`src/hw/rtl/stsd_pkg.sv`:
```
// ----------------------------------------------------------------------------
// stsd_pkg
// Shared types and constants of the per-source sequence duplicate filter:
// transaction payloads, stored record layout and controller/datapath links.
// ----------------------------------------------------------------------------
`default_nettype none

package stsd_pkg;

  // Default sizes of the source table and of each source's sequence ring.
  localparam int MAX_ENTRIES_DEF   = 16;
  localparam int HISTORY_DEPTH_DEF = 8;

  // Ring word value that marks an invalidated history entry.
  localparam logic [15:0] SEQ_INVALID = 16'hFFFF;

  // Command codes of an input transaction.
  localparam logic [1:0] CMD_CHECK  = 2'd0;
  localparam logic [1:0] CMD_RECORD = 2'd1;
  localparam logic [1:0] CMD_CLEAR  = 2'd2;

  // Input transaction.
  typedef struct packed {
    logic        [1:0]  cmd;
    logic        [63:0] source_id;
    logic        [15:0] sequence_req;
    logic signed [15:0] signal_strength;
    logic signed [7:0]  noise_ratio;
    logic        [31:0] timestamp;
  } in_t;

  // Result transaction.
  typedef struct packed {
    logic               found;
    logic               added;
    logic               table_full;
    logic               duplicate;
    logic        [3:0]  slot;
    logic        [31:0] packet_total;
    logic signed [15:0] last_strength;
    logic signed [7:0]  last_noise_ratio;
    logic        [31:0] last_time;
    logic        [15:0] last_seq;
  } out_t;

  // Per-source stored values (the ring pointer is kept next to it in memory).
  typedef struct packed {
    logic        [31:0] packet_total;
    logic signed [15:0] strength;
    logic signed [7:0]  noise;
    logic        [31:0] time_ms;
    logic        [15:0] seq;
  } rec_t;

  // Commands from the controller to the datapath.
  typedef struct packed {
    logic load;      // capture a new transaction
    logic search;    // one step of the id table scan
    logic alloc;     // register the source in the next free slot
    logic miss;      // report an unknown source (or a full table)
    logic rec_rd;    // read the source's record
    logic rec_cap;   // capture the record read data
    logic hist_step; // one step of the history ring sweep
    logic hist_cmp;  // sweep compares instead of writing
    logic update;    // store the packet and push the sequence
    logic clr_wb;    // write back the record with a rewound ring pointer
    logic finish;    // register the result
  } ctl_t;

  // Status from the datapath to the controller.
  typedef struct packed {
    logic [1:0] op;        // command code of the held transaction
    logic       hit;       // scan matched the source id this cycle
    logic       miss;      // scan ended without a match
    logic       room;      // table has a free slot
    logic       hist_done; // ring sweep finished
  } stat_t;

endpackage

`default_nettype wire

```
`src/hw/rtl/stsd_ctrl.sv`:
```
// ----------------------------------------------------------------------------
// stsd_ctrl
// Controller of the duplicate filter: sequences the id scan, the record
// read, the history sweep and the record update for one transaction.
// ----------------------------------------------------------------------------
`default_nettype none

module stsd_ctrl (
  input  wire logic            clk,
  input  wire logic            rst_n,
  input  wire logic            start,
  input  wire stsd_pkg::stat_t stat,
  output stsd_pkg::ctl_t       ctl,
  output logic                 busy,
  output logic                 out_valid
);

  typedef enum logic [2:0] {
    ST_IDLE,
    ST_SEARCH,
    ST_REC_RD,
    ST_REC_CAP,
    ST_HIST,
    ST_UPDATE,
    ST_CLR_WB,
    ST_DONE
  } state_t;

  state_t state_r;
  state_t state_nxt;
  logic   out_valid_r;

  assign busy      = (state_r != ST_IDLE);
  assign out_valid = out_valid_r;

  // Next state and datapath commands.
  always_comb begin
    state_nxt = state_r;
    ctl       = '0;
    unique case (state_r)
      ST_IDLE: begin
        if (start) begin
          ctl.load  = 1'b1;
          state_nxt = ST_SEARCH;
        end
      end
      ST_SEARCH: begin
        ctl.search = 1'b1;
        if (stat.hit) begin
          state_nxt = ST_REC_RD;
        end else if (stat.miss) begin
          if (stat.op == stsd_pkg::CMD_RECORD && stat.room) begin
            ctl.alloc = 1'b1;
            state_nxt = ST_HIST;
          end else begin
            ctl.miss  = 1'b1;
            state_nxt = ST_DONE;
          end
        end
      end
      ST_REC_RD: begin
        ctl.rec_rd = 1'b1;
        state_nxt  = ST_REC_CAP;
      end
      ST_REC_CAP: begin
        ctl.rec_cap = 1'b1;
        unique case (stat.op)
          stsd_pkg::CMD_CHECK:  state_nxt = ST_HIST;
          stsd_pkg::CMD_RECORD: state_nxt = ST_UPDATE;
          stsd_pkg::CMD_CLEAR:  state_nxt = ST_HIST;
          default:              state_nxt = ST_DONE;
        endcase
      end
      ST_HIST: begin
        // Compare for a check; fill with zeros or the invalid mark otherwise.
        ctl.hist_step = 1'b1;
        ctl.hist_cmp  = (stat.op == stsd_pkg::CMD_CHECK);
        if (stat.hist_done) begin
          ctl.hist_step = 1'b0;
          unique case (stat.op)
            stsd_pkg::CMD_RECORD: state_nxt = ST_UPDATE;
            stsd_pkg::CMD_CLEAR:  state_nxt = ST_CLR_WB;
            default:              state_nxt = ST_DONE;
          endcase
        end
      end
      ST_UPDATE: begin
        ctl.update = 1'b1;
        state_nxt  = ST_DONE;
      end
      ST_CLR_WB: begin
        ctl.clr_wb = 1'b1;
        state_nxt  = ST_DONE;
      end
      ST_DONE: begin
        ctl.finish = 1'b1;
        state_nxt  = ST_IDLE;
      end
      default: begin
        state_nxt = ST_IDLE;
      end
    endcase
  end

  // State and the result strobe.
  always_ff @(posedge clk) begin
    if (!rst_n) begin
      state_r     <= ST_IDLE;
      out_valid_r <= 1'b0;
    end else begin
      state_r     <= state_nxt;
      out_valid_r <= (state_r == ST_DONE);
    end
  end

endmodule

`default_nettype wire

```
`config.mk`:
```
export PLATFORM = sky130hd
export DESIGN_NAME = stsd_ctrl
export DESIGN_NICKNAME = d
export VERILOG_FILES = /design/src/hw/rtl/stsd_pkg.sv /design/src/hw/rtl/stsd_ctrl.sv
export SDC_FILE = /design/constraint.sdc
export NUM_CORES = 1
export LEC_CHECK = 0
export BUFFER_PORTS_ARGS = -buffer_cell sky130_fd_sc_hd__buf_2
export CAP_MARGIN = 15
export CORE_AREA = 5 5 42 44
export DETAILED_ROUTE_END_ITERATION = 12
export DIE_AREA = 0 0 47 49
export SLEW_MARGIN = 20
export SYNTH_ARGS = -nofsm -noshare
export SYNTH_HDL_FRONTEND = slang
export SYNTH_SLANG_ARGS = --single-unit
```
`constraint.sdc`:
```
create_clock -name clk -period 1.6 [get_ports clk]
set_clock_uncertainty 0.1 [all_clocks]
set_input_delay 0.4 -clock clk [delete_from_list [all_inputs] [get_ports clk]]
set_output_delay 0.4 -clock clk [all_outputs]
set_load 0.01 [all_outputs]
```
==> run_results.csv, run 1 <==
group,metric,value,unit
cells_and_area,fin_util,0.479,
place,dpl.hpwl,829,um
die,start_util,0.261,
worst_hold_path,hold_class,"in2reg",
worst_setup_path,timing_worst_setup_path_type,"reg2out",
logic_synthesis,synth-seq-cells,4,
worst_setup_path,cp_max_fo,4,
run,maxCapViolations,0,
clock_tree,clock-sinks,4,
sta,post-route-period-util,1.16,
detailed_routing,ant_nets,0,
sta,rsz0062_at_grt,"yes",
worst_setup_path,crit_required,1100,ps
worst_setup_path,crit_path_end_kind,"output pin",
detailed_routing,drtPass1Iterations,4,
worst_hold_path,holdPathStages,3,
logic_synthesis,syn_inst,52,
sta,slew_headroom,0.872,
cells_and_area,post-route-cell-area,672,um^2
sta,setup-violations-final,10,
die,dieArea,0.00230,mm^2
place,post_dp_cell_area,536,um^2
cells_and_area,area_growth,83.9,%
detailed_routing,drc,0,
worst_setup_path,slowest_delay,390,ps
global_routing,grt_pass1_vias,479,
die,dieWidth,47,um
clock_tree,clock_latency,230,ps
sta,fin_hold_ws,325,ps
cells_and_area,num_antenna_cells,0,
die,num_rows,14,
clock_tree,cts_buffer_depth,2,
outcome,outcome,"complete, but fails checks",
sta,fmax,537,MHz
worst_setup_path,critPathSlowestCell,"or3b_4",
logic_synthesis,ys_types,27,
worst_setup_path,crit_cells,4,
cells_and_area,finalNetCount,99,
detailed_routing,vias,486,
global_routing,antenna_found_initial,0,
global_routing,track_usage,0.113,
logic_synthesis,avgSynthCellArea,7.03,um^2
logic_synthesis,syn_area,365,um^2
sta,final-hold-violation-count,0,
cells_and_area,final_cells,104,
place,numPortBuffers,21,
place,dp_cells,95,
clock_tree,root_buffer,"clkbuf_4",
detailed_routing,routed_wl,1140,um
sta,final_max_slew_viol_count,0,
logic_synthesis,ys_seq_area_frac,0.219,
sta,worstMarginPinSlew,190,ps
logic_synthesis,yosysWarningCount,0,
die,coreArea,0.00140,mm^2
outcome,violations,"setup timing",
pwr,power_density,1050,mW/mm^2
clock_tree,cts.clk_slew.worst_paths,40,ps
cells_and_area,drive_gt1_frac,0.602,
die,fp.dieH,49,um
global_routing,grt_pass1_wl,1900,um
detailed_routing,vias_per_cell,4.67,
logic_synthesis,synth.area.top_cells,"dfxtp_1 22%, buf_6 6.2%, inv_1 6.2%",
global_routing,gr-total-overflow,0,
logic_synthesis,synth_fp_nets,61,
clock_tree,cts_max_level,1,
sta,setup_ws,-262,ps
worst_setup_path,worstRegToRegCells,6,
detailed_routing,drt_iter0_markers,5,
clock_tree,cts_buffers,3,
die,ios,22,
cells_and_area,final_common_cell,"buf_2",
worst_setup_path,startpoint_type,"flip-flop",
logic_synthesis,yosys.area.top_type,"dfxtp_1",
sta,period_needed,1860,ps
worst_setup_path,cpLargestDelayFamily,"simple AND/OR/NAND/NOR gates",
clock_tree,postCtsHoldBufs,0,
detailed_routing,wire_per_inst,10.9,um
pwr,power_leakage,0.362,nW
clock_tree,cts_tree,"yes",
place,gp_congestion,0.719,
logic_synthesis,synth_top_area_share,0.219,
global_routing,grt_max_degree,12,
cells_and_area,final_cell_mix,"19 x buf_2, 12 x buf_4, 6 x nand2_1",
worst_setup_path,crit_arrival,1360,ps
worst_setup_path,crit_chain,"or3b_4, nor2_4, and3_4, buf_6",
worst_setup_path,path_buf_inv,1,
pwr,ir_drop,0.379,mV
[metal layers]
metal / share of wire / global-route usage / vias up
li1: - / - / 252
met1: 0.43 / 0.121 / 213
met2: 0.48 / 0.183 / 19
met3: 0.070 / 0.0332 / 2
met4: 0.012 / 0.0691 / 0
met5: 0 / 0 / -
[cells by family after synthesis]
family / after synthesis / synth area share
compound gates: 9 / 0.171
buf+inv: 9 / 0.144
flops: 4 / 0.219
simple gates: 30 / 0.466
[registers in the layout, indices dropped and copies added, names as in the netlist]
register / count
state_r: 3
out_valid: 1
[cell usage after synthesis]
cell type and instances:
a21o_1 1, a21oi_1 2, a311oi_1 1, a32oi_1 1, and2_1 1, and2b_1 1, and3_1 3, and3b_1 1
buf_4 1, buf_6 2, dfxtp_1 4, inv_1 6, nand2_1 6, nand2b_1 2, nand3_1 1, nor2_1 6
nor2_4 1, nor3_1 2, nor3b_1 1, nor4_1 1, o211ai_1 2, o21ai_0 1, o31ai_1 1, or2_2 1
or3_1 1, or3b_4 1, or4_1 1
[path summary, 6_finish.rpt]
check / endpoint / slack, ps / from
max: ctl[8] / -260 / state_r[2]$_SDFFE_PN0P_
min: state_r[2]$_SDFFE_PN0P_ / 320 / rst_n
max reg2reg: state_r[1]$_SDFFE_PN0P_ / 50 / state_r[2]$_SDFFE_PN0P_
min reg2reg: state_r[2]$_SDFFE_PN0P_ / 560 / state_r[2]$_SDFFE_PN0P_
[worst reg2reg max path: stages, from the launching register on]
cell	delay, ps
dfxtp_2	340
or3b_4	390
buf_4	150
buf_6	100
buf_4	130
nor3_1	150
a311oi_1	60
[where the power goes]
group	switching, mW	internal, mW
Combinational	0.204	0.241
Clock	0.0395	0.0838
Sequential	0.0165	0.122
Total	0.260	0.447
[repair_timing]
item                       4_1_cts  5_1_grt
pin swaps                        3        2
setup endpoints to repair        8       12
resized for setup               11        5
setup buffers                    5        1
[area by class of cell]
cell class	count	area, um^2
inverter	6	22.5
sequential	4	82.6
tap	16	20.0
multi-input combinational	39	283
clock buffer	3	22.5
timing repair buffer	36	241
fill	156	729
[metrics by stage]
| step | total power, mW | setup TNS, ps | setup slack, ps |
|---|---|---|---|
| finish | 0.707 | -1410 | -262 |
| CTS | 0.675 | -1550 | -253 |
| global route | 0.776 | -2210 | -314 |
| global placement | 0.465 | -8.19 | -8.19 |
| detailed placement | 0.467 | -32.7 | -32.7 |
| floorplan | 0.354 | -40.2 | -24.9 |
Note: power is estimated with default switching activity, not from simulation.
==> run 2, diff against run 1 <==
--- a/config.mk
+++ b/config.mk
@@ -8,6 +8,7 @@
 export BUFFER_PORTS_ARGS = -buffer_cell sky130_fd_sc_hd__buf_2
 export CAP_MARGIN = 15
 export CORE_AREA = 5 5 42 44
+export CTS_CLUSTER_SIZE = 12
 export DETAILED_ROUTE_END_ITERATION = 12
 export DIE_AREA = 0 0 47 49
 export SLEW_MARGIN = 20
==> constraint.sdc (replaced) <==
create_clock -name clk -period 1.6 [get_ports clk]
set_clock_uncertainty 0.1 [all_clocks]
set_input_delay 0.4 -clock clk [delete_from_list [all_inputs] [get_ports clk]]
set_output_delay 0.4 -clock clk [all_outputs]
set_load 0.02 [all_outputs]
==> run 2 against run 1 <==
  * Design area is 12% higher
  * Core utilization grew 6.0 points
  * Largest power group unchanged
  * Flip-flop and latch count did not move
  * Via count is 6.0% higher
  * Global-route usage up 0.91 points
  * Cell count rose by 2.9%
  * Register-to-register slack better by 20 ps
  * Clock power down 5%
  * Non-clock buffer count up 3
  * The run still ends with setup timing left
  * Worst setup slack improved by 2.5 ps
  * Sequential power is essentially flat
==> run_results.csv, run 2 (synthesis results as in run 1) <==
group,metric,value,unit
pwr,p_switching,0.316,mW
sta,final-hold-violation-count,0,
place,gp_congestion,0.713,
clock_tree,cts_buffer_depth,2,
place,numPortBuffers,21,
sta,rsz0062_at_grt,"yes",
detailed_routing,drc,0,
cells_and_area,num_antenna_cells,0,
die,start_util,0.261,
sta,worstMarginPinSlew,198,ps
cells_and_area,multi_input_area,297,um^2
global_routing,antenna_found_initial,0,
global_routing,grt_pass1_vias,511,
place,dp_cells,99,
global_routing,grt_pass1_wl,2100,um
die,ios,22,
clock_tree,cts_max_level,1,
worst_setup_path,worstRegToRegCells,8,
pwr,ir_drop,0.447,mV
cells_and_area,seqCellArea,83.8,um^2
pwr,comb_power_share,0.690,
clock_tree,cts_tree,"yes",
cells_and_area,nFillCells,142,
pwr,power_leakage,0.385,nW
cells_and_area,final_cells,107,
sta,final_max_slew_viol_count,0,
detailed_routing,dr_wl_met3,88,um
worst_setup_path,crit_path_end_kind,"output pin",
clock_tree,root_buffer,"clkbuf_4",
cells_and_area,largest-register,"state_r",
worst_setup_path,crit_required,1100,ps
global_routing,grt_max_degree,12,
detailed_routing,drtPass1Iterations,4,
cells_and_area,final_cell_mix,"16 x buf_4, 12 x buf_6, 11 x buf_2, 6 x inv_1, 5 x nand2_1",
clock_tree,cts_buffers,3,
detailed_routing,wl_met2,671,um
pwr,power_density,1080,mW/mm^2
pwr,internal_power,0.499,mW
pwr,pwr-share-clk,0.144,
cells_and_area,drive_gt1_frac,0.637,
worst_setup_path,timing_worst_setup_path_type,"reg2out",
detailed_routing,vias_per_cell,4.81,
detailed_routing,wire_per_inst,11.6,um
cells_and_area,area_growth,107,%
global_routing,track_usage,0.122,
pwr,p_sw_frac,0.388,
die,coreArea,0.00140,mm^2
detailed_routing,met1_length,483,um
worst_setup_path,startpoint_type,"flip-flop",
outcome,violations,"setup timing",
clock_tree,clock-sinks,4,
worst_hold_path,hold_class,"in2reg",
clock_tree,postCtsHoldBufs,0,
cells_and_area,fin_util,0.539,
worst_setup_path,cp_max_fo,3,
die,fp.dieH,49,um
worst_hold_path,holdPathStages,3,
run,maxCapViolations,0,
cells_and_area,largest_reg_flops,3,
die,dieArea,0.00230,mm^2
sta,fin_tns_setup,-1300,ps
sta,period_needed,1860,ps
outcome,outcome,"complete, but fails checks",
sta,fmax,538,MHz
detailed_routing,highest_layer,"met3",
cells_and_area,finalNetCount,102,
pwr,power,0.815,mW
detailed_routing,routed_wl,1240,um
clock_tree,cts.clk_slew.worst_paths,30,ps
die,num_rows,14,
sta,post-route-period-util,1.16,
die,dieWidth,47,um
detailed_routing,drt_iter0_markers,9,
cells_and_area,final_common_cell,"buf_4",
global_routing,gr-total-overflow,0,
worst_setup_path,crit_arrival,1360,ps
detailed_routing,ant_nets,0,
sta,setup-violations-final,9,
clock_tree,clock_latency,220,ps
place,dpl.hpwl,878,um
sta,setup_ws,-260,ps
sta,slew_headroom,0.867,
detailed_routing,vias,515,
pwr,p_seq_frac,0.167,
run 2: cell count changes in the layout (fill, tap and decap cells not counted), moves of 2 or more:
cell / delta
buf_2: -8
buf_4: +4
buf_6: +7
nor2_4: +2
run 2: worst max-delay path: stages, from the launching register on:
cell and delay [ps]:
dfxtp_2 310, or3b_4 410, nor2_4 120, and3_4 190, buf_6 110
run 2: final cells by class:
| class | count | area share |
|---|---|---|
| tap | 16 | 0.0265 |
| sequential | 4 | 0.111 |
| inverter | 6 | 0.0298 |
| timing repair buffer | 39 | 0.411 |
| multi-input combinational | 39 | 0.392 |
| clock buffer | 3 | 0.0298 |
run 2: layer usage:
metal	vias to the layer above	track usage
li1	259	-
met1	240	0.149
met2	16	0.197
met3	0	0.0111
met4	0	0.0691
met5	-	0
run 2: repair_timing:
| action | 4_1_cts | 5_1_grt |
|---|---|---|
| resized for setup | 23 | 10 |
| cloned | 0 | 0 |
| setup buffers | 2 | 3 |
| endpoints found under the setup margin | 12 | 12 |
| pin swaps | 2 | 3 |
run 2: metrics by stage:
stage	area [um^2]	hold slack, ps	worst slack (ps)
after floorplan	395	408	-59.8
after global placement	584	555	-25.6
after detailed placement	584	558	-38.2
after CTS	697	322	-258
after global routing	756	335	-325
final	756	329	-260
run 2: power by group through the flow:
stage / Sequential (mW) / Clock [mW] / Combinational [mW]
finish: 0.136 / 0.117 / 0.562
global route: 0.141 / 0.138 / 0.613
CTS: 0.132 / 0.122 / 0.501
detailed placement: 0.132 / 0 / 0.406
global placement: 0.130 / 0 / 0.405
floorplan: 0.132 / 0 / 0.272
run 2: worst paths after layout:
check / to / from / slack, ps
hold reg to reg: state_r[2]$_SDFFE_PN0P_ / state_r[0]$_SDFFE_PN0P_ / 600
setup / recovery: ctl[8] / state_r[1]$_SDFFE_PN0P_ / -260
hold / removal: state_r[2]$_SDFFE_PN0P_ / rst_n / 330
setup reg to reg: state_r[0]$_SDFFE_PN0P_ / state_r[1]$_SDFFE_PN0P_ / 70
